File: config.mk
export PLATFORM = sky130hd
export DESIGN_NAME = utf16le_to_utf8_transcoder_unit
export DESIGN_NICKNAME = d
export VERILOG_FILES = /design/src/rtl/core/u16u8_pkg.sv /design/src/rtl/core/u16u8_front.sv /design/src/rtl/core/u16u8_queue.sv /design/src/rtl/core/u16u8_back.sv /design/src/rtl/core/utf16le_to_utf8_transcoder_unit.sv
export SDC_FILE = /design/constraint.sdc
export NUM_CORES = 1
export LEC_CHECK = 0
export BUFFER_PORTS_ARGS = -buffer_cell sky130_fd_sc_hd__buf_2
export CORE_MARGIN = 2
export CORE_UTILIZATION = 47
export DETAILED_ROUTE_END_ITERATION = 12
export SLEW_MARGIN = 0
export SYNTH_ARGS = -nofsm -noshare
export SYNTH_HDL_FRONTEND = slang
export SYNTH_SLANG_ARGS = --single-unit
File: constraint.sdc
create_clock -name clk_i -period 3.3 [get_ports clk_i]
set_clock_uncertainty 0.05 [all_clocks]
set_input_delay 0.165 -clock clk_i [delete_from_list [all_inputs] [get_ports clk_i]]
set_output_delay 0.165 -clock clk_i [all_outputs]
set_load 0.02 [all_outputs]
File: src/rtl/core/u16u8_pkg.sv
`timescale 1ns / 1ps
package u16u8_pkg;

  // String status codes carried on the end-of-string result
  typedef enum logic [2:0] {
    StOk      = 3'd0,
    StOdd     = 3'd1,
    StTrunc   = 3'd2,
    StBadLow  = 3'd3,
    StLoneLow = 3'd4
  } status_e;

  localparam logic [15:0] HighSurLo = 16'hD800;
  localparam logic [15:0] HighSurHi = 16'hDBFF;
  localparam logic [15:0] LowSurLo  = 16'hDC00;
  localparam logic [15:0] LowSurHi  = 16'hDFFF;
  localparam logic [20:0] SuppBase  = 21'h10000;
  localparam logic [20:0] Max1Byte  = 21'h0007F;
  localparam logic [20:0] Max2Byte  = 21'h007FF;
  localparam logic [20:0] Max3Byte  = 21'h0FFFF;
  localparam logic [7:0]  ContMark  = 8'h80;
  localparam logic [7:0]  Lead2     = 8'hC0;
  localparam logic [7:0]  Lead3     = 8'hE0;
  localparam logic [7:0]  Lead4     = 8'hF0;

  // One classified job passed from front to back
  typedef struct packed {
    logic        is_point;  // 1: encode cp, 0: single empty end result
    logic [20:0] cp;
    logic [1:0]  len_m1;    // number of UTF-8 bytes minus one
    logic        str_end;   // final result of this job closes the string
    status_e     status;
  } job_t;

endpackage

File: src/rtl/core/u16u8_front.sv
`timescale 1ns / 1ps
module u16u8_front (
  input  logic              clk_i,
  input  logic              rst_ni,
  input  logic              cfg_we_i,
  input  logic              cfg_wdata_i,
  input  logic              in_valid_i,
  output logic              in_stall_o,
  input  logic [7:0]        in_byte_i,
  input  logic              last_byte_i,
  input  logic              q_full_i,
  output logic              push_o,
  output u16u8_pkg::job_t   job_o
);

  logic       stop_at_zero_q;
  logic [7:0] held_q, held_d;
  logic       second_q, second_d;
  logic       hp_q, hp_d;
  logic [9:0] hb_q, hb_d;
  logic       disc_q, disc_d;
  logic       accept;
  logic [15:0] unit;
  logic [20:0] supp_cp;
  logic        is_high, is_low;

  assign in_stall_o = q_full_i;
  assign accept     = in_valid_i & ~q_full_i;
  assign unit       = {in_byte_i, held_q};
  assign is_high    = (unit >= u16u8_pkg::HighSurLo) && (unit <= u16u8_pkg::HighSurHi);
  assign is_low     = (unit >= u16u8_pkg::LowSurLo) && (unit <= u16u8_pkg::LowSurHi);
  assign supp_cp    = u16u8_pkg::SuppBase + {1'b0, hb_q, unit[9:0]};

  // Hold the zero-stop setting
  always_ff @(posedge clk_i or negedge rst_ni) begin
    if (!rst_ni) begin
      stop_at_zero_q <= 1'b0;
    end else if (cfg_we_i) begin
      stop_at_zero_q <= cfg_wdata_i;
    end
  end

  // Classify the byte and build a job
  always_comb begin
    held_d   = held_q;
    second_d = second_q;
    hp_d     = hp_q;
    hb_d     = hb_q;
    disc_d   = disc_q;
    push_o   = 1'b0;
    job_o    = '{is_point: 1'b0, cp: '0, len_m1: 2'd0, str_end: 1'b1,
                 status: u16u8_pkg::StOk};
    if (accept) begin
      priority if (disc_q) begin
        if (last_byte_i) begin
          disc_d = 1'b0;
        end
      end else if (!second_q) begin
        if (last_byte_i) begin
          push_o       = 1'b1;
          job_o.status = u16u8_pkg::StOdd;
          hp_d         = 1'b0;
          hb_d         = '0;
        end else begin
          held_d   = in_byte_i;
          second_d = 1'b1;
        end
      end else begin
        second_d = 1'b0;
        priority if (hp_q) begin
          push_o = 1'b1;
          hp_d   = 1'b0;
          hb_d   = '0;
          if (!is_low) begin
            job_o.status = u16u8_pkg::StBadLow;
            disc_d       = ~last_byte_i;
          end else begin
            job_o.is_point = 1'b1;
            job_o.cp       = supp_cp;
            job_o.len_m1   = 2'd3;
            job_o.str_end  = last_byte_i;
          end
        end else if (unit == 16'h0000 && stop_at_zero_q) begin
          push_o = 1'b1;
          disc_d = ~last_byte_i;
        end else if (is_high) begin
          if (last_byte_i) begin
            push_o       = 1'b1;
            job_o.status = u16u8_pkg::StTrunc;
          end else begin
            hp_d = 1'b1;
            hb_d = unit[9:0];
          end
        end else if (is_low) begin
          push_o       = 1'b1;
          job_o.status = u16u8_pkg::StLoneLow;
          disc_d       = ~last_byte_i;
        end else begin
          push_o         = 1'b1;
          job_o.is_point = 1'b1;
          job_o.cp       = {5'd0, unit};
          job_o.str_end  = last_byte_i;
          priority if ({5'd0, unit} <= u16u8_pkg::Max1Byte) begin
            job_o.len_m1 = 2'd0;
          end else if ({5'd0, unit} <= u16u8_pkg::Max2Byte) begin
            job_o.len_m1 = 2'd1;
          end else begin
            job_o.len_m1 = 2'd2;
          end
        end
      end
    end
  end

  // Advance the string state
  always_ff @(posedge clk_i or negedge rst_ni) begin
    if (!rst_ni) begin
      held_q   <= '0;
      second_q <= 1'b0;
      hp_q     <= 1'b0;
      hb_q     <= '0;
      disc_q   <= 1'b0;
    end else begin
      held_q   <= held_d;
      second_q <= second_d;
      hp_q     <= hp_d;
      hb_q     <= hb_d;
      disc_q   <= disc_d;
    end
  end

endmodule

File: src/rtl/core/u16u8_queue.sv
`timescale 1ns / 1ps
module u16u8_queue #(
  parameter int unsigned Depth = 2
) (
  input  logic            clk_i,
  input  logic            rst_ni,
  input  logic            push_i,
  input  u16u8_pkg::job_t push_data_i,
  output logic            full_o,
  input  logic            pop_i,
  output logic            valid_o,
  output u16u8_pkg::job_t pop_data_o
);

  localparam int unsigned PtrW = (Depth > 1) ? $clog2(Depth) : 1;
  localparam int unsigned CntW = $clog2(Depth + 1);
  localparam logic [PtrW-1:0] LastPtr = PtrW'(Depth - 1);
  localparam logic [CntW-1:0] FullCnt = CntW'(Depth);

  u16u8_pkg::job_t mem_q [Depth];
  logic [PtrW-1:0] wr_ptr_q, rd_ptr_q;
  logic [CntW-1:0] cnt_q;
  logic            do_push, do_pop;

  assign full_o     = (cnt_q == FullCnt);
  assign valid_o    = (cnt_q != '0);
  assign pop_data_o = mem_q[rd_ptr_q];
  assign do_push    = push_i & ~full_o;
  assign do_pop     = pop_i & valid_o;

  // Write the entry
  always_ff @(posedge clk_i) begin
    if (do_push) begin
      mem_q[wr_ptr_q] <= push_data_i;
    end
  end

  // Advance pointers and count
  always_ff @(posedge clk_i or negedge rst_ni) begin
    if (!rst_ni) begin
      wr_ptr_q <= '0;
      rd_ptr_q <= '0;
      cnt_q    <= '0;
    end else begin
      if (do_push) begin
        wr_ptr_q <= (wr_ptr_q == LastPtr) ? '0 : wr_ptr_q + 1'b1;
      end
      if (do_pop) begin
        rd_ptr_q <= (rd_ptr_q == LastPtr) ? '0 : rd_ptr_q + 1'b1;
      end
      if (do_push && !do_pop) begin
        cnt_q <= cnt_q + 1'b1;
      end else if (do_pop && !do_push) begin
        cnt_q <= cnt_q - 1'b1;
      end
    end
  end

endmodule

File: src/rtl/core/u16u8_back.sv
`timescale 1ns / 1ps
module u16u8_back (
  input  logic            clk_i,
  input  logic            rst_ni,
  input  logic            q_valid_i,
  input  u16u8_pkg::job_t q_data_i,
  output logic            pop_o,
  output logic            out_valid_o,
  input  logic            out_stall_i,
  output logic [7:0]      out_byte_o,
  output logic            has_byte_o,
  output logic            last_of_run_o,
  output logic            string_end_o,
  output logic [2:0]      status_o
);

  u16u8_pkg::job_t job_q;
  logic            busy_q;
  logic [1:0]      idx_q;
  logic            final_byte;
  logic            out_accept;
  logic [1:0]      shift;
  logic [5:0]      cont_bits;
  logic [7:0]      lead;

  assign final_byte  = ~job_q.is_point | (idx_q == job_q.len_m1);
  assign out_accept  = busy_q & ~out_stall_i;
  assign pop_o       = q_valid_i & (~busy_q | (out_accept & final_byte));
  assign out_valid_o = busy_q;
  assign shift       = job_q.len_m1 - idx_q;

  // Pick the payload bits for a continuation byte
  always_comb begin
    unique case (shift)
      2'd0:    cont_bits = job_q.cp[5:0];
      2'd1:    cont_bits = job_q.cp[11:6];
      2'd2:    cont_bits = job_q.cp[17:12];
      default: cont_bits = 6'd0;
    endcase
  end

  // Build the lead byte
  always_comb begin
    unique case (job_q.len_m1)
      2'd0:    lead = {1'b0, job_q.cp[6:0]};
      2'd1:    lead = u16u8_pkg::Lead2 | {3'd0, job_q.cp[10:6]};
      2'd2:    lead = u16u8_pkg::Lead3 | {4'd0, job_q.cp[15:12]};
      default: lead = u16u8_pkg::Lead4 | {5'd0, job_q.cp[20:18]};
    endcase
  end

  // Drive the result fields
  always_comb begin
    if (job_q.is_point) begin
      out_byte_o    = (idx_q == 2'd0) ? lead : (u16u8_pkg::ContMark | {2'd0, cont_bits});
      has_byte_o    = 1'b1;
      last_of_run_o = final_byte;
      string_end_o  = final_byte & job_q.str_end;
      status_o      = u16u8_pkg::StOk;
    end else begin
      out_byte_o    = 8'd0;
      has_byte_o    = 1'b0;
      last_of_run_o = 1'b1;
      string_end_o  = 1'b1;
      status_o      = job_q.status;
    end
  end

  // Load the next job or advance through the bytes
  always_ff @(posedge clk_i or negedge rst_ni) begin
    if (!rst_ni) begin
      busy_q <= 1'b0;
      idx_q  <= '0;
    end else if (pop_o) begin
      busy_q <= 1'b1;
      idx_q  <= '0;
    end else if (out_accept) begin
      if (final_byte) begin
        busy_q <= 1'b0;
      end else begin
        idx_q <= idx_q + 1'b1;
      end
    end
  end

  // Hold the job payload
  always_ff @(posedge clk_i) begin
    if (pop_o) begin
      job_q <= q_data_i;
    end
  end

endmodule

File: src/rtl/core/utf16le_to_utf8_transcoder_unit.sv
`timescale 1ns / 1ps
// UTF-16LE to UTF-8 transcoder. Input bytes are taken one per cycle while the
// job queue between the front end and the back end has room. The back end sends
// one result per cycle at its output port while out_stall_i is low, and a job
// yields 1 to 4 results (one per UTF-8 byte, or one for an end or error result),
// so that output port sets the sustained rate. The queue holds QueueDepth
// classified jobs, so the input stalls only once that many are waiting.
// stop_at_zero is written through cfg_we_i/cfg_wdata_i; the user must write it
// only while idle, as the block itself does not enforce this.
module utf16le_to_utf8_transcoder_unit #(
  parameter int unsigned QueueDepth = 2
) (
  input  logic       clk_i,
  input  logic       rst_ni,
  input  logic       cfg_we_i,
  input  logic       cfg_wdata_i,
  input  logic       in_valid_i,
  output logic       in_stall_o,
  input  logic [7:0] in_byte_i,
  input  logic       last_byte_i,
  output logic       out_valid_o,
  input  logic       out_stall_i,
  output logic [7:0] out_byte_o,
  output logic       has_byte_o,
  output logic       last_of_run_o,
  output logic       string_end_o,
  output logic [2:0] status_o
);

  u16u8_pkg::job_t push_job, pop_job;
  logic            push, q_full, q_valid, pop;

  // Classify incoming bytes
  u16u8_front u_front (
    .clk_i       (clk_i),
    .rst_ni      (rst_ni),
    .cfg_we_i    (cfg_we_i),
    .cfg_wdata_i (cfg_wdata_i),
    .in_valid_i  (in_valid_i),
    .in_stall_o  (in_stall_o),
    .in_byte_i   (in_byte_i),
    .last_byte_i (last_byte_i),
    .q_full_i    (q_full),
    .push_o      (push),
    .job_o       (push_job)
  );

  // Decouple front and back
  u16u8_queue #(
    .Depth (QueueDepth)
  ) u_queue (
    .clk_i       (clk_i),
    .rst_ni      (rst_ni),
    .push_i      (push),
    .push_data_i (push_job),
    .full_o      (q_full),
    .pop_i       (pop),
    .valid_o     (q_valid),
    .pop_data_o  (pop_job)
  );

  // Emit UTF-8 results
  u16u8_back u_back (
    .clk_i         (clk_i),
    .rst_ni        (rst_ni),
    .q_valid_i     (q_valid),
    .q_data_i      (pop_job),
    .pop_o         (pop),
    .out_valid_o   (out_valid_o),
    .out_stall_i   (out_stall_i),
    .out_byte_o    (out_byte_o),
    .has_byte_o    (has_byte_o),
    .last_of_run_o (last_of_run_o),
    .string_end_o  (string_end_o),
    .status_o      (status_o)
  );

endmodule

# ---- Word level (Yosys, flattened, before mapping)
# Memory sizes are Yosys's and may differ from the RTL's. A register that Yosys moved wholly into a read port is not among the register bits.
# Cells that the tools add are included.
dict set report word_totals {
  latchBits 0
  register_bits 29
  output_inout_bits 16
  ram_bits 56
  mem_count 1
  word_cells 136
  romBits 0
}
dict set report op_classes {
  muxes 63
  mul 0
  bitwise_logic 16
  n_reduce_logical 22
  div 0
  n_addsub 7
  magnitude_cmp 6
  n_eq_ne 10
  shift 0
}
# memory depth width read_ports rd_clocked_by_memory_dff wr line
set mem_list {}
lappend mem_list {u_queue.mem_q 2 28 1 1 1 u16u8_queue.sv:20} ;# u16u8_pkg::job_t mem_q [Depth];
# cell n
set op_table {}
lappend op_table {{$mux 28} 4}
lappend op_table {{$mux 25} 4}
lappend op_table {{$mux 10} 6}
lappend op_table {{$ge 16x16->1 const B} 2}
lappend op_table {{$le 16x16->1 const B} 2}
lappend op_table {{$mux 1} 32}
lappend op_table {{$pmux 8 s3} 1}
lappend op_table {{$add 17x20->21 const A} 1}
lappend op_table {{$mux 2} 9}
lappend op_table {{$pmux 6 s3} 1}
lappend op_table {{$le 16x11->1 const B} 1}
lappend op_table {{$le 16x7->1 const B} 1}
lappend op_table {{$logic_not 16->1} 1}
lappend op_table {{$mux 8} 2}
lappend op_table {{$mux 3} 4}
lappend op_table {{$reduce_bool 2->1} 5}
lappend op_table {{$ne 3x3->1 const B} 3}
lappend op_table {{$and 1x1->1} 7}
lappend op_table {{$not 1->1} 7}
lappend op_table {{$eq 2x2->1 const B} 3}
lappend op_table {{$logic_not 2->1} 3}
lappend op_table {{$reduce_and 2->1} 3}
lappend op_table {{$reduce_and 6->1} 1}
lappend op_table {{$logic_and 1x1->1} 5}
lappend op_table {{11 further kinds} 16}

# ---- Logic depth before layout (Yosys ltp)
# Gate-level depths: netlist of run 1.
dict set report depth {
  depth_word 13
  depth_mapped 9
  ltp_nobuf 9
}

# ---- Cells and area by module
# From an unflattened synthesis of run 1, not the netlist that was laid out.
dict set report hier_totals {
  cells_unflattened 376
  area_unflattened_um2 5167.5
}
# module instances cells_per_inst seq_area_each_um2 area_per_inst_um2
set by_module_without_submodules {}
lappend by_module_without_submodules {u16u8_queue 1 106 1781.7 2265.9}
lappend by_module_without_submodules {u16u8_back 1 114 915.9 1501.4}
lappend by_module_without_submodules {u16u8_front 1 156 550.5 1400.1}

# ---- Worst setup path before layout of run 1
# Ideal clock, no wire load.
dict set report synth_path {
  kind {reg-to-reg}
  start {register u_queue.cnt_q[1]}
  end {memory u_queue.mem_q[0][0] (netlist name) (enable)}
  arrival_ns 2.277
  n_path_buf 0
  synth_period_minus_slack_ns 2.740
  path_stages_with_launch 5
  path_slack_ns 0.560
  cell_sequence {dfrtp_1 nor2b_2 nor2_1 o221ai_1 nor2_1}
}
dict set report synth_between {
  elab_chain_len 7
}
# item line
set synth_rtl {}
lappend synth_rtl {{from (decl)} u16u8_queue.sv:22} ;# logic [CntW-1:0] cnt_q;
lappend synth_rtl {{from (signal assigned)} u16u8_queue.sv:52} ;# cnt_q <= cnt_q + 1'b1;
lappend synth_rtl {{from (signal assigned)} u16u8_queue.sv:54} ;# cnt_q <= cnt_q - 1'b1;
lappend synth_rtl {{$eq 2x2->1 (*)} u16u8_queue.sv:25} ;# assign full_o = (cnt_q == FullCnt);
lappend synth_rtl {{via in_stall_o} utf16le_to_utf8_transcoder_unit.sv:18} ;# output logic in_stall_o,
lappend synth_rtl {{$not 1->1 (*)} {u16u8_front.sv:28, u16u8_queue.sv:28}}
lappend synth_rtl {{$and 1x1->1} u16u8_front.sv:28} ;# assign accept = in_valid_i & ~q_full_i;
lappend synth_rtl {{$mux 1} u16u8_front.sv:53} ;# if (accept) begin
lappend synth_rtl {{$and 1x1->1 (*)} u16u8_queue.sv:28} ;# assign do_push = push_i & ~full_o;
lappend synth_rtl {{$mux 1 (*)} u16u8_queue.sv:33} ;# if (do_push) begin
lappend synth_rtl {{$mux 1 (not written as such) (*)} u16u8_queue.sv:34} ;# mem_q[wr_ptr_q] <= push_data_i;
lappend synth_rtl {{to (decl)} u16u8_queue.sv:20}
# The timed path passes the listed nets; every way through them passes the cells marked *.

# ---- Worst setup path in the final report of run 1
dict set report layout_path {
  start {register, netlist name u_back.job_q[5]}
  end {output port out_byte_o[0]}
}
dict set report layout_between {
  elab_chain_len 5
  word_cells_on_any_way 11
}
# item line
set layout_rtl {}
lappend layout_rtl {{$sub 2x2->2} u16u8_back.sv:30} ;# assign shift = job_q.len_m1 - idx_q;
lappend layout_rtl {{$eq 2x2->1 (tied with other cells)} u16u8_back.sv:34} ;# unique case (shift)
lappend layout_rtl {{$pmux 6 s3} u16u8_back.sv:34}
lappend layout_rtl {{$mux 8 (*)} u16u8_back.sv:55} ;# out_byte_o = (idx_q == 2'd0) ? lead : (u16u8_pkg::ContMark | {2'd0, cont_bits});
lappend layout_rtl {{$mux 8 (*)} u16u8_back.sv:54} ;# if (job_q.is_point) begin
lappend layout_rtl {{to (decl)} utf16le_to_utf8_transcoder_unit.sv:23} ;# output logic [7:0] out_byte_o,
# Every way passes the cells marked *; elsewhere a longest branch is shown, timed or not.

==> results of run 1 <==
synthesized netlist by cell type (all sizes together), types with 2 or more instances:
cell    number
a211oi       6
a21o         2
a21oi        7
a221oi       6
a22o        16
a22oi        3
a31oi        2
and3         3
buf          6
clkbuf      11
dfrtp       29
edfxtp      84
ha           8
inv         11
mux2        42
nand2       20
nand2b       3
nand3        6
nor2        30
nor2b        5
nor3         6
o21ai        9
o221ai       2
o31ai        2
or3          3
or4          3
xnor2        5
xor2         4
cells by family (layout without fill, tap and decap cells):
family,count (synthesis),in the layout,share of synthesized area
multiplexers,43,43,0.103
flip-flops,113,113,0.653
adder cells (fa/ha/maj),8,8,0.0201
buffers and inverters,28,92,0.0234
AO/OA/AOI/OAI,61,61,0.0936
AND/OR/NAND/NOR,87,87,0.0861
XOR/XNOR,10,10,0.0204
area by class of cell:
| cell class | instances | area (sq um) | share of cell area |
|---|---|---|---|
| Sequential cell | 113 | 3250 | 0.544 |
| Multi-Input combinational cell | 209 | 1610 | 0.270 |
| Clock buffer | 21 | 439 | 0.0735 |
| Timing Repair Buffer | 49 | 325 | 0.0545 |
| Tap cell | 136 | 170 | 0.0285 |
| Clock inverter | 11 | 138 | 0.0230 |
| Inverter | 11 | 41.3 | 0.00691 |
metrics by stage:
step / instance area, sq um / setup slack [ns]
global placement: 5270 / 1.06
detailed placement: 5270 / 1.01
CTS: 5970 / 0.475
floorplan: 4970 / 0.560
global route: 5970 / 0.301
finish: 5970 / 0.515
critical path: cells and delay by family (launching register included):
family                    cells  cell delay, ns
and+or+nand+nor               1            0.39
DFF                           1            0.46
xor gates and xnor gates      1            0.64
AOI/OAI and AO/OA             2            0.37
buffers and inverters         1            0.21
power breakdown:
part           total (uW)  switching, uW  internal (uW)
clock network        1750            586           1160
logic                1840           1080            760
registers            2360            261           2100
total                5940           1930           4020
registers in the layout (all words and copies together) (netlist names):
signal	count
u_front.held_q	8
u_front.hp_q	1
u_queue.wr_ptr_q	1
u_back.out_valid_o	1
u_front.second_q	1
u_back.idx_q	2
u_queue.rd_ptr_q	1
u_front.hb_q	10
u_front.stop_at_zero_q	1
u_front.disc_q	1
u_queue.cnt_q	2
u_queue.mem_q	56
u_back.job_q	28
layer usage:
metal / vias to the layer above / global-route usage
li1: 1435 / -
met3: 17 / 0.0559
met4: 0 / 0.0798
met2: 81 / 0.281
met1: 1434 / 0.249
met5: - / 0
path summary, 6_finish.rpt:
kind                                    from                end  cells after the start
setup / recovery             u_back.job_q[5]      out_byte_o[0]                      5
max in group asynchronous             rst_ni    u_front.hb_q[2]                      2
hold / removal                  in_byte_i[3]  u_front.held_q[3]                      2
min in group asynchronous             rst_ni   u_front.second_q                      2
setup reg to reg           u_front.held_q[7]     u_front.disc_q                      5
hold reg to reg              u_front.hb_q[0]    u_front.hb_q[0]                      1
what timing repair did:
| action | in CTS | in global routing |
|---|---|---|
| hold buffers | 13 | 0 |
| setup buffers | 0 | 0 |
| endpoints found under the setup margin | 0 | 0 |
| resized for setup | 0 | 0 |
| hold endpoints to repair | 49 | 0 |
==> run metrics, run 1 <==
number of port buffers 30; Iter 0 DRT Violations 197; register bit total from synthesis 113; slowest cell on the critical path xnor3_1; clk_lat worst skew 0.51 ns; final setup TNS 0 ns; Post-synth EDFFs 84; number of diodes 0; syn nets 373; IO Pins 31; commonest non-fill, non-tap cell in the layout edfxtp_1; FFs w/ async S/R, synth 0.257; initial antenna violation count 0; status finished, final reports clean; GRT overflow 0; final hold slack 0.0419 ns; root buffer cell clkbuf_8; row count 37; Synth cell types 49; PwrDens 995 nW/um^2; detailed-route DRC error count 0; Design Power 5940 uW; CP Data Required Time 3.08 ns; final period utilization 0.844; Initial Utilization 0.484; min-delay worst type primary input to flip-flop; post-synthesis sequential area ratio 0.653; layout cells sized above 1 0.271; Max Cap Violations 0; startpoint types flip-flop; Avg Inst Size Synth 14.2 sq um; full die area 11400 sq um; CTS tree done; Max Used Layer met4; clock buffer depth 2; Cell Count, Final, Fillers Out 550; DRT Wirelength 9490 um; DRT met1 WL 4550 um; Peak Freq 359 MHz; GPL Wtd Cong 0.793; Final Slew Violations 0; largest net degree at the start of global routing 32; via count 2967; die height 107 um; Post-Syn Instances 350; CP cell instances xnor3_1, nor2b_1, a221oi_1, a211oi_1, buf_2; RSZ-0062 raised after global routing false; Area Overhead vs Synth 20.2%; Final setup viols 0; crit path max fanout 8; width of the die 107 um; DRT Pass-1 Iters 5; yosys warns 0; Synth Flop Type edfxtp_1; Antenna Violating Nets Remaining 0; Via-to-Cell Ratio 5.39; vias in the first global route 3051; Fillers 843; drt wl/cell 17.2 um; met3 wire length 316 um; Pleak 0.00233 uW; final design utilization 0.581; synthesized area 4970 sq um; largest area contributor in the netlist edfxtp_1; Setup CP Type flip-flop to output port; CTS H-tree lvls 4; Cells after DPL 505; Slew @ Worst Pin 0.729 ns; nets 424; met2 wire length 4450 um; clock buffer count from CTS 17; clock-pin slew on the worst setup and hold paths 0.06 ns; global-route wire length before repair 15800 um; core footprint 10300 sq um; Slew headroom 0.511; Overall Global Routing Usage 0.185; share of the synthesized area in the top cell type 0.507; Crit path arrival time 2.57 ns; internal reg-to-reg setup slack 1.00 ns; CP peak stage delay 0.64 ns; crit end category output port; Final Critical Period 2.78 ns; most frequent cells in the layout 84 x edfxtp_1, 34 x mux2_2, 30 x buf_2, 29 x dfrtp_1, 28 x nor2_1; total number of clock tree sinks 113; endpoints failing hold 0; Peak VDD IR 0.429 mV; Synth area leaders edfxtp_1 51%, dfrtp_1 15%, mux2_2 7.7%; Detailed Place HPWL 6520 um
Note: power is estimated with default switching activity, not from simulation.
==> run 2: changes to the inputs <==
==> constraint.sdc (replaced) <==
create_clock -name clk_i -period 2.8 [get_ports clk_i]
set_clock_uncertainty 0.05 [all_clocks]
set_input_delay 0.14 -clock clk_i [delete_from_list [all_inputs] [get_ports clk_i]]
set_output_delay 0.14 -clock clk_i [all_outputs]
set_load 0.02 [all_outputs]
==> run metrics, run 2 (synthesized netlist as in run 1, its figures left out) <==
GPL Wtd Cong 0.803 (+1.2%); Detailed Place HPWL 6640 um (+1.8%); CTS tree done; post-route design area 6030 sq um (+0.86%); clock buffer depth 2 (unchanged); detailed-route DRC error count 0 (unchanged); row count 37 (unchanged); endpoints failing hold 0 (unchanged); Largest regs u_queue.mem_q x56, u_back.job_q x28, u_front.hb_q x10; most frequent cells in the layout 84 x edfxtp_1, 34 x mux2_2, 30 x buf_2, 29 x dfrtp_1, 28 x nor2_1; pre-CTS setup slack 0.564 ns (-0.447 ns); largest net degree at the start of global routing 30 (-6.3%); Overall Global Routing Usage 0.192 (+0.00691); GRT overflow 0 (unchanged); crit path max fanout 8 (unchanged); Slew @ Worst Pin 0.717 ns (-0.0126 ns); Pleak 0.00236 uW (+1.2%); global-route wire length before repair 16300 um (+3.2%); Clock power frac 0.299 (+0.005); Antenna Violating Nets Remaining 0 (unchanged); Peak Freq 386 MHz; Area Overhead vs Synth 21.2%; IO Pins 31 (unchanged); Logic pwr share 0.308 (about the same); full die area 11400 sq um (unchanged); final setup TNS 0 ns (unchanged); setup slack after layout 0.211 ns (-0.304 ns); Via-to-Cell Ratio 5.46 (+1.2%); clk_lat worst skew 0.52 ns (about the same); initial antenna violation count 0 (unchanged); width of the die 107 um (unchanged); number of port buffers 30 (unchanged); sw frac 0.323 (-0.00134); Crit path arrival time 2.40 ns (-0.17 ns); total number of clock tree sinks 113 (unchanged); nets 428 (+0.94%); core footprint 10300 sq um (unchanged); startpoint types flip-flop; RSZ-0062 raised after global routing false; P_int 4830 uW (+20%); CP Data Required Time 2.61 ns (-0.47 ns); Max Cap Violations 0 (unchanged); Reg with most FFs u_queue.mem_q; Fillers 836 (-0.83%); Slew headroom 0.522 (+0.0113); final period utilization 0.925; CTS H-tree lvls 4 (unchanged); vias in the first global route 3073 (+0.72%); Initial Utilization 0.484 (unchanged); DRT Pass-1 Iters 4 (-1); via count 3023 (+1.9%); layout cells sized above 1 0.273 (+0.00220); Final setup viols 0 (unchanged); PwrDens 1180 nW/um^2 (+19%); clock-pin slew on the worst setup and hold paths 0.06 ns (about the same); Final Critical Period 2.59 ns; Setup CP Type flip-flop to output port; DRT Wirelength 9870 um (+4.1%); clock buffer count from CTS 17 (unchanged); die height 107 um (unchanged); commonest non-fill, non-tap cell in the layout edfxtp_1; Design Power 7130 uW (+20%); crit end category output port; Iter 0 DRT Violations 198 (+0.51%); Largest register FFs 56 (unchanged); root buffer cell clkbuf_8; Net Sw Power 2300 uW (+20%); drt wl/cell 17.8 um (+3.3%); status finished, final reports clean; Final Slew Violations 0 (unchanged); min-delay worst type primary input to flip-flop; placed cell area 5280 sq um (+0.14%); number of diodes 0 (unchanged); Seq pwr share 0.393 (-0.004); Peak VDD IR 0.506 mV (+18%)
==> run 2: cell types whose count changed in the layout (fill, tap and decap cells not counted), moves of 2 or more <==
cell / before / now
clkinvlp_4: 3 / 1
dlygate4sd3_1: 13 / 15
buf_4: 6 / 8
clkinv_1: 0 / 3
==> run 2: worst paths after layout <==
path,from,to,slack [ns],depth (start not counted)
worst max-delay path,u_back.job_q[5],out_byte_o[4],0.21,5
worst min-delay path,last_byte_i,u_front.hp_q,0.04,3
worst max register to register,u_front.held_q[7],u_front.disc_q,0.62,5
worst min register to register,u_front.hb_q[1],u_front.hb_q[1],0.46,1
max in group asynchronous,rst_ni,u_back.idx_q[1],2.07,2
min in group asynchronous,rst_ni,u_front.hp_q,0.16,2
==> run 2: metal layers <==
layer  up-vias  share of wire  global-route usage
li1       1444              -                   -
met1      1486           0.48               0.262
met2        83           0.47               0.292
met3        10          0.037              0.0596
met4         0          0.011              0.0714
met5         -              0                   0
==> run 2: timing repair <==
item,in CTS,in global routing
resized for setup,0,2
setup buffers,0,1
endpoints found under the setup margin,0,5
endpoints found under the hold margin,56,0
hold buffers,15,0
==> run 2: cell type report <==
class	instances	area (sq um)	area share
multi-input combinational	209	1620	0.268
clock inverter	13	168	0.0278
clock buffer	19	422	0.0700
inverter	11	41.3	0.00685
sequential	113	3250	0.539
timing repair buffer	53	360	0.0598
tap	136	170	0.0282
==> run 2: critical path, cell delays in order, from the launching register on <==
cell and delay (ns):
edfxtp_1 0.47, xnor3_2 0.54, mux2_2 0.35, a221oi_1 0.28
nor3_1 0.08, buf_2 0.16
==> run 2: through the flow <==
step	util	instances	hold slack (ns)
3_3_place_gp	0.513	506	0.185
6_report	0.586	554	0.0442
3_5_place_dp	0.513	506	0.183
2_1_floorplan	-	350	-0.206
4_1_cts	0.585	553	0.0131
5_1_grt	0.586	554	0.0743
==> run 2: power groups by stage <==
stage | combinational, uW | clock, uW | sequential (uW)
6_report | 2200 | 2130 | 2800
3_3_place_gp | 2140 | 0 | 2820
5_1_grt | 2420 | 2240 | 2860
3_5_place_dp | 2160 | 0 | 2830
4_1_cts | 2180 | 2170 | 2800
2_1_floorplan | 1610 | 0 | 2710
==> run 3: changes to the inputs <==
--- a/config.mk
+++ b/config.mk
@@ -6,9 +6,12 @@
 export NUM_CORES = 1
 export LEC_CHECK = 0
 export BUFFER_PORTS_ARGS = -buffer_cell sky130_fd_sc_hd__buf_2
+export CELL_PAD_IN_SITES_DETAIL_PLACEMENT = 0
+export CELL_PAD_IN_SITES_GLOBAL_PLACEMENT = 1
 export CORE_MARGIN = 2
 export CORE_UTILIZATION = 47
 export DETAILED_ROUTE_END_ITERATION = 12
+export PLACE_DENSITY_LB_ADDON = 0.1
 export SLEW_MARGIN = 0
 export SYNTH_ARGS = -nofsm -noshare
 export SYNTH_HDL_FRONTEND = slang
==> run metrics, run 3 (synthesized netlist as in run 1, its figures left out) <==
width of the die 107 um (unchanged); row count 37 (unchanged); crit end category output port; WHS Path Cells 2 (-1); GRT busiest layer met2; Overall Global Routing Usage 0.194 (+0.00203); IO Pins 31 (unchanged); Setup CP Type flip-flop to output port; crit path max fanout 8 (unchanged); reg-to-reg startpoint u_back.job_q[5]; Net Sw Power 2360 uW (+2.4%); Reg with most FFs u_queue.mem_q; most frequent cells in the layout 84 x edfxtp_1, 34 x mux2_2, 30 x buf_2, 29 x dfrtp_1, 28 x nor2_1; nets 427 (-0.23%); hold path endpoint u_front.held_q[3]; Slew headroom 0.475 (-0.0471); total number of clock tree sinks 113 (unchanged); Largest register FFs 56 (unchanged); internal reg-to-reg setup slack 0.67 ns (+0.05 ns); clock buffer depth 2 (unchanged); R2R depth 8 (+3); GRT overflow 0 (unchanged); commonest non-fill, non-tap cell in the layout edfxtp_1; Via-to-Cell Ratio 5.48 (+0.41%); CP Data Required Time 2.61 ns (about the same); layout cells sized above 1 0.288 (+0.0150); Pleak 0.00234 uW (-0.79%); Final Critical Period 2.59 ns (+0.00503 ns); Max Cap Violations 0 (unchanged); via count 3030 (+0.23%); number of port buffers 30 (unchanged); slowest cell on the critical path xnor3_2; PwrDens 1180 nW/um^2 (-0.24%); DRT Wirelength 10000 um (+1.6%); full die area 11400 sq um (unchanged); CTS H-tree lvls 4 (unchanged); clock-pin slew on the worst setup and hold paths 0.06 ns (about the same); CP cell instances xnor3_2, mux2_2, a221oi_1, nor3_1, buf_2; sw frac 0.331 (+0.00875); M2 GR Usage 0.294 (+0.00273); GR Util met1 0.273 (+0.0113); GPL Wtd Cong 0.814 (+1.4%); Design Power 7110 uW (-0.31%); status finished, final reports clean; root buffer cell clkbuf_8; number of diodes 0 (unchanged); Seq pwr share 0.389 (-0.004); Largest regs u_queue.mem_q x56, u_back.job_q x28, u_front.hb_q x10; die height 107 um (unchanged); Initial Utilization 0.484 (unchanged); global-route wire length before repair 16600 um (+2.0%); Hold Startpoint in_byte_i[3]; clock buffer count from CTS 17 (unchanged); detailed-route DRC error count 0 (unchanged); largest net degree at the start of global routing 30 (unchanged); final period utilization 0.926 (+0.00180); startpoint types flip-flop; Crit Reg-Reg Endpoint u_queue.cnt_q[1]; initial antenna violation count 0 (unchanged); Iter 0 DRT Violations 152 (-23%); RSZ-0062 raised after global routing false; met3 GRT Util 0.0340 (-0.0255); drt wl/cell 18.1 um (+1.8%); vias in the first global route 3097 (+0.78%); Crit path arrival time 2.40 ns (about the same); final setup TNS 0 ns (unchanged); Logic pwr share 0.311 (+0.003); Setup crit start u_back.job_q[5]; CTS tree done; core footprint 10300 sq um (unchanged); Final Slew Violations 0 (unchanged); CP peak stage delay 0.55 ns (about the same); final hold slack 0.0477 ns (+0.00357 ns); Peak VDD IR 0.507 mV (about the same); min-delay worst type primary input to flip-flop; Final setup viols 0 (unchanged); Area Overhead vs Synth 21.1% (about the same); Peak Freq 386 MHz (-0.19%); Clock power frac 0.300 (about the same); endpoints failing hold 0 (unchanged); P_int 4760 uW (-1.6%); Detailed Place HPWL 6730 um (+1.3%); clk_lat worst skew 0.50 ns (-0.02 ns); DRT Pass-1 Iters 5 (+1); Slew @ Worst Pin 0.783 ns (+0.0659 ns); Antenna Violating Nets Remaining 0 (unchanged)
-- run 3: cell types whose count changed in the layout (fill, tap and decap cells not counted), sizes merged --
cell,previous run,this run
clkbuf,19,17
inv,11,14
clkinv,8,3
clkinvlp,1,6
buf,38,39
dlygate4sd3,15,13
bufinv,4,3
-- run 3: how the worst max path moves through the flow --
stage                                endpoint  slack, ns
after floorplan           u_queue.mem_q[0][0]       0.06
after global placement          out_byte_o[1]       0.62
after detailed placement        out_byte_o[0]       0.54
after CTS                       out_byte_o[4]       0.08
after global routing            out_byte_o[0]       0.01
final                           out_byte_o[4]       0.21
-- run 3: layer usage --
metal | share of wire | routed length [um]
met5 | 0 | 0
met4 | 0.019 | 192
met3 | 0.028 | 283
met2 | 0.47 | 4730
met1 | 0.48 | 4830
-- run 3: what timing repair did --
| item | 4_1_cts | 5_1_grt |
|---|---|---|
| setup buffers | 0 | 0 |
| setup endpoints to repair | 1 | 4 |
| hold endpoints to repair | 51 | 0 |
| hold buffers | 13 | 0 |
| gates resized for setup | 1 | 1 |
-- run 3: cell type report --
cell class / instances / area [sq um]
clock buffer: 17 / 414
clock inverter: 15 / 184
fill: 844 / 4260
inverter: 11 / 41.3
multi-input combinational: 209 / 1620
sequential: 113 / 3250
tap: 136 / 170
timing repair buffer: 52 / 348
-- run 3: power groups by stage --
stage          registers (uW)  clock network (uW)  logic (uW)
6_report                 2770                2130        2210
5_1_grt                  2830                2250        2430
2_1_floorplan            2710                   0        1610
4_1_cts                  2770                2160        2230
3_3_place_gp             2790                   0        2190
3_5_place_dp             2800                   0        2200
-- run 3: critical path: cells and delay by family (launching register included) --
family,cells,cell delay [ns]
xor+xnor,1,0.55
flops,1,0.47
mux,1,0.36
compound gates,1,0.28
buf+inv,1,0.16
simple gates,1,0.08
-- run 3: per-stage QoR --
stage / setup slack, ns / instance area [sq um] / instances / util
after floorplan: 0.0598 / 4970 / 350 / -
after global placement: 0.618 / 5290 / 508 / 0.515
after detailed placement: 0.535 / 5290 / 508 / 0.515
after CTS: 0.0823 / 6020 / 553 / 0.586
after global routing: 0.0127 / 6020 / 553 / 0.586
final: 0.206 / 6020 / 553 / 0.586
